--- src/design/assert_macros.svh ---
// Assertion macros shared by the block pool cache RTL.
`ifndef ASSERT_MACROS_SVH
`define ASSERT_MACROS_SVH

// Condition that must hold at every clock edge outside reset.
`define AST_ALWAYS(lbl, cond, msg) \
	lbl: assert property (@(posedge clk) disable iff (!arst_n) (cond)) else $error(msg);

// Same-cycle implication.
`define AST_IMPLY(lbl, ante, cons, msg) \
	lbl: assert property (@(posedge clk) disable iff (!arst_n) (ante) |-> (cons)) else $error(msg);

// Next-cycle implication.
`define AST_NEXT(lbl, ante, cons, msg) \
	lbl: assert property (@(posedge clk) disable iff (!arst_n) (ante) |=> (cons)) else $error(msg);

`endif

--- src/design/bpc_pkg.sv ---
// Shared types and constants of the two-level block pool cache.
`timescale 1ns / 1ps
`default_nettype none
package bpc_pkg;

	localparam int BATCH_W     = 7;
	localparam int IDX_W       = 8;
	localparam int CNT_OUT_W   = 9;
	localparam int S_TDATA_W   = 8;
	localparam int S_TUSER_W   = 2;
	localparam int M_TDATA_W   = 32;
	localparam int M_TUSER_W   = 2;
	localparam int M_TDATA_PAD = M_TDATA_W - IDX_W - 2 * CNT_OUT_W;

	localparam logic [BATCH_W-1:0] BATCH_RESET = 7'd16;

	localparam logic CMD_ALLOC = 1'b0;
	localparam logic CMD_FREE  = 1'b1;

	typedef enum logic [1:0] {
		STAT_ALLOC   = 2'd0,
		STAT_EMPTY   = 2'd1,
		STAT_FREED   = 2'd2,
		STAT_IGNORED = 2'd3
	} stat_t;

	typedef enum logic [3:0] {
		S_IDLE,
		S_DECIDE,
		S_FLUSH_CHECK,
		S_MOVE,
		S_DRAIN,
		S_CHECK,
		S_POP_WAIT,
		S_DONE
	} ctl_state_t;

	// Controller to datapath commands
	typedef struct packed {
		logic  latch_in;
		logic  plan_refill;
		logic  plan_flush;
		logic  move_step;
		logic  move_finish;
		logic  push_local;
		logic  pop_issue;
		logic  pop_capture;
		logic  set_stat;
		stat_t stat_code;
		logic  out_load;
	} dp_cmd_t;

	// Datapath to controller status
	typedef struct packed {
		logic cmd_free;
		logic free_ok;
		logic low_mark;
		logic high_mark;
		logic local_empty;
		logic mv_left_zero;
		logic mv_left_one;
		logic mv_to_global;
		logic out_busy;
	} dp_stat_t;

endpackage
`default_nettype wire

--- src/design/bpc_ctrl.sv ---
// Sequencing state machine of the block pool cache.
`timescale 1ns / 1ps
`default_nettype none
`include "assert_macros.svh"
module bpc_ctrl (
	input  wire logic              clk,
	input  wire logic              arst_n,
	input  wire logic              in_valid,
	output logic                   in_ready,
	input  wire bpc_pkg::dp_stat_t stat,
	output bpc_pkg::dp_cmd_t       cmd
);

	bpc_pkg::ctl_state_t state_q;
	bpc_pkg::ctl_state_t state_d;

	always_ff @(posedge clk or negedge arst_n) begin
		if (!arst_n) begin
			state_q <= bpc_pkg::S_IDLE;
		end else begin
			state_q <= state_d;
		end
	end

	always_comb begin
		state_d       = state_q;
		in_ready      = 1'b0;
		cmd           = '0;
		cmd.stat_code = bpc_pkg::STAT_ALLOC;
		case (state_q)
			bpc_pkg::S_IDLE: begin
				in_ready = 1'b1;
				if (in_valid) begin
					cmd.latch_in = 1'b1;
					state_d      = bpc_pkg::S_DECIDE;
				end
			end
			bpc_pkg::S_DECIDE: begin
				if (!stat.cmd_free) begin
					if (stat.low_mark) begin
						cmd.plan_refill = 1'b1;
						state_d         = bpc_pkg::S_MOVE;
					end else begin
						state_d = bpc_pkg::S_CHECK;
					end
				end else if (stat.free_ok) begin
					cmd.push_local = 1'b1;
					state_d        = bpc_pkg::S_FLUSH_CHECK;
				end else begin
					cmd.set_stat  = 1'b1;
					cmd.stat_code = bpc_pkg::STAT_IGNORED;
					state_d       = bpc_pkg::S_DONE;
				end
			end
			bpc_pkg::S_FLUSH_CHECK: begin
				if (stat.high_mark) begin
					cmd.plan_flush = 1'b1;
					state_d        = bpc_pkg::S_MOVE;
				end else begin
					cmd.set_stat  = 1'b1;
					cmd.stat_code = bpc_pkg::STAT_FREED;
					state_d       = bpc_pkg::S_DONE;
				end
			end
			bpc_pkg::S_MOVE: begin
				if (stat.mv_left_zero) begin
					state_d = bpc_pkg::S_DRAIN;
				end else begin
					cmd.move_step = 1'b1;
					if (stat.mv_left_one) begin
						state_d = bpc_pkg::S_DRAIN;
					end
				end
			end
			bpc_pkg::S_DRAIN: begin
				cmd.move_finish = 1'b1;
				if (stat.mv_to_global) begin
					cmd.set_stat  = 1'b1;
					cmd.stat_code = bpc_pkg::STAT_FREED;
					state_d       = bpc_pkg::S_DONE;
				end else begin
					state_d = bpc_pkg::S_CHECK;
				end
			end
			bpc_pkg::S_CHECK: begin
				if (stat.local_empty) begin
					cmd.set_stat  = 1'b1;
					cmd.stat_code = bpc_pkg::STAT_EMPTY;
					state_d       = bpc_pkg::S_DONE;
				end else begin
					cmd.pop_issue = 1'b1;
					state_d       = bpc_pkg::S_POP_WAIT;
				end
			end
			bpc_pkg::S_POP_WAIT: begin
				cmd.pop_capture = 1'b1;
				cmd.set_stat    = 1'b1;
				cmd.stat_code   = bpc_pkg::STAT_ALLOC;
				state_d         = bpc_pkg::S_DONE;
			end
			bpc_pkg::S_DONE: begin
				if (!stat.out_busy) begin
					cmd.out_load = 1'b1;
					state_d      = bpc_pkg::S_IDLE;
				end
			end
			default: begin
				state_d = bpc_pkg::S_IDLE;
			end
		endcase
	end

	`AST_NEXT(a_accept_leaves_idle, in_valid && in_ready, state_q == bpc_pkg::S_DECIDE, "accepted transaction did not start decode")
	`AST_IMPLY(a_single_move_cmd, cmd.move_step, !cmd.pop_issue && !cmd.push_local, "move overlaps a pop or push")

endmodule
`default_nettype wire

--- config.mk ---
export PLATFORM = sky130hd
export DESIGN_NAME = bpc_ctrl
export DESIGN_NICKNAME = d
export VERILOG_FILES = /design/src/design/bpc_pkg.sv /design/src/design/bpc_ctrl.sv
export VERILOG_INCLUDE_DIRS = /design/src /design/src/design
export SDC_FILE = /design/constraint.sdc
export NUM_CORES = 1
export LEC_CHECK = 0
export ABC_CLOCK_PERIOD_IN_PS = 900
export BUFFER_PORTS_ARGS = -buffer_cell sky130_fd_sc_hd__buf_2
export CAP_MARGIN = 15
export CORE_AREA = 5 5 42 44
export CTS_CLUSTER_SIZE = 40
export DETAILED_ROUTE_END_ITERATION = 8
export DIE_AREA = 0 0 47 49
export SYNTH_ARGS = -nofsm -noshare
export SYNTH_HDL_FRONTEND = slang
export SYNTH_SLANG_ARGS = --single-unit
--- constraint.sdc ---
create_clock -name clk -period 0.9 [get_ports clk]
set_input_delay 0.09 -clock clk [delete_from_list [all_inputs] [get_ports clk]]
set_output_delay 0.09 -clock clk [all_outputs]
set_load 0.01 [all_outputs]
==> out/metrics.csv <==
metric,value,unit
Worst Path Required,810,ps
drt drc,0,
min cycle time layout,1424,ps
Fin Hold WS,159.2,ps
CP Launch Type,flip-flop,
Placer Congestion,0.7604,
Pleak,0.4335,nW
clk sinks,3,
Slew headroom,0.8104,
Layout fillers,114,
final core area utilization,0.6348,
Placement Cell Area,660.6,um2
core box area,1401,um2
Final nets,110,
WL per Instance,13.39,um
Critical Path Sink Type,output pin,
failing checks,negative setup slack,
H-tree levels,1,
Worst Path Arrival,1330,ps
vias post-DR,583,
GR Overflow Total,0,
Layout area overhead,135.4,%
fin. max-slew vios,0,
DRT iter0 DRCs,2,
Post-Synthesis Cells,49,
total die area,2303,um2
Worst Max-Slew Pin Slew,276.5,ps
Mapped Nets,61,
sequential area share after synthesis,0.1987,
Antenna Nets Post-Route,0,
IO Pins,25,
total track usage,0.1391,
fraction of layout cells with a size suffix above 1,0.7938,
Root Buffer,clkbuf_4,
setup ws final,-524.4,ps
Port Buffer Count,24,
final setup fails,16,
crit path kind,reg2out,
HP Class,in2reg,
Cell Pwr Density,3158,nW/um2
Detailed Place HPWL,1.073,mm
final hold vios,0,
Storage cell area,77.57,um2
RSZ-0062 raised after global routing,true,
final period utilization,1.583,
largest net degree at the start of global routing,7,
Vert. Die Dim,49,um
Mapped Avg Cell Area,7.711,um2
Top reg by flops,state_q,
Synth Register Bits,3,
skew final,2.533,ps
top flop regs,state_q (3),
Pwr Total,0.002809,W
worst skew pair latency,240,ps
"Cell Area, Synth",377.9,um2
Num CTS Buffers,3,
diodes inserted,0,
maxcap violations,0,
vias in the first global route,539,
status,finished with violations,
first-pass GRT wire length,2.387,mm
Finished Cell Area,889.6,um2
row count,14,
multi-input logic area,402.9,um2
Largest register FFs,3,
via-per-instance ratio,5.159,
Worst-path clk slew,40,ps
initial antenna violation count,0,
Initial Util,0.2696,
Bufs on Longest Clock Path,2,
yosys synthesis warning count,0,
CTS tree,yes,
Horiz. Die Dim,47,um
Crit Path Max Fanout,5,
WL final,1.513,mm
Peak Freq,702.0,MHz
worst vdd ir,0.001544,V
DRT Pass-1 Iters,3,
Yosys cell types,28,
==> stage by stage <==
step                cells  setup TNS [ps]  worst slack (ps)
global placement      100           -3188            -307.8
detailed placement    100           -3283            -312.4
global route          113           -7806            -619.0
floorplan              49           -1058            -143.0
CTS                   109           -6481            -539.9
finish                113           -6681            -524.4
==> synthesized netlist by cell type <==
master | count | area share
nor3_1 | 7 | 0.093
a21oi_1 | 3 | 0.040
dfrtp_1 | 3 | 0.20
inv_1 | 3 | 0.030
nand2_1 | 3 | 0.030
o21ai_0 | 3 | 0.040
and2b_1 | 2 | 0.040
and3_1 | 2 | 0.033
buf_6 | 2 | 0.060
nor2b_1 | 2 | 0.033
o211ai_1 | 2 | 0.040
a211oi_2 | 1 | 0.033
a2bb2oi_1 | 1 | 0.023
and2_1 | 1 | 0.017
and4_1 | 1 | 0.023
buf_2 | 1 | 0.013
buf_4 | 1 | 0.020
mux2i_1 | 1 | 0.026
nand2_2 | 1 | 0.017
nand3_1 | 1 | 0.013
nand4_1 | 1 | 0.017
nor3_2 | 1 | 0.026
nor4_1 | 1 | 0.017
nor4b_2 | 1 | 0.040
o221ai_1 | 1 | 0.023
o22ai_1 | 1 | 0.017
o2bb2ai_1 | 1 | 0.023
or2_2 | 1 | 0.017
==> placed cells by master, fill, tap and decap left out, types with 2 or more instances in the layout <==
cell type and n:
a21oi_2 2, buf_2 22, buf_4 15, buf_6 9, clkbuf_4 3, dfrtp_2 2
nand2_1 2, nor3_2 4, nor3_4 4, o211ai_1 2, o21ai_1 3
==> report_power, final <==
part	total, W	internal (W)	switching (W)
clock	0.000251	0.000167	0.0000839
combinational	0.00226	0.00119	0.00107
sequential	0.000298	0.000208	0.0000893
total	0.00281	0.00157	0.00124
==> metal layers <==
layer / wire length (um) / GRT usage
met1: 620 / 0.1729
met2: 748 / 0.2149
met3: 91 / 0.04428
met4: 52 / 0.05530
met5: 0 / 0
==> worst paths after layout <==
| check | start | to | slack, ps | cells after the start |
|---|---|---|---|---|
| max in group asynchronous | arst_n | state_q[0]$_DFFE_PN0P_ | 600 | 2 |
| min | stat[1] | state_q[1]$_DFFE_PN0P_ | 160 | 3 |
| max reg2reg | state_q[1]$_DFFE_PN0P_ | state_q[0]$_DFFE_PN0P_ | -330 | 6 |
| min reg2reg | state_q[0]$_DFFE_PN0P_ | state_q[0]$_DFFE_PN0P_ | 740 | 3 |
| min in group asynchronous | arst_n | state_q[1]$_DFFE_PN0P_ | 180 | 2 |
| max | state_q[1]$_DFFE_PN0P_ | cmd[2] | -520 | 4 |
==> what timing repair did <==
action | CTS | global route
resized for setup | 23 | 12
hold buffers | 1 | 0
buffers inserted | 4 | 6
setup endpoints to repair | 16 | 16
pin swaps | 8 | 9
cloned | 0 | 0
hold endpoints to repair | 3 | 0
==> layout make-up <==
type,instances,share of cell area
Inverter,3,0.01547
Sequential cell,3,0.08720
Clock buffer,4,0.02954
Timing Repair Buffer,48,0.3924
Multi-Input combinational cell,39,0.4529
Tap cell,16,0.02250
==> critical path, cell delays in order, from the launching register on <==
cell	delay (ps)
dfrtp_1	400
and2b_2	280
nand4_1	160
o21ai_1	110
buf_2	140
==> kinds of logic (layout without fill, tap and decap cells) <==
| group | after synthesis | count (layout) | synth area share |
|---|---|---|---|
| AND/OR/NAND/NOR | 25 | 25 | 0.4139 |
| flip-flops | 3 | 3 | 0.1987 |
| multiplexers | 1 | 1 | 0.02649 |
| buffers and inverters | 7 | 55 | 0.1225 |
| AO/OA/AOI/OAI | 13 | 13 | 0.2384 |
Power figures use the tool's default switching activity.
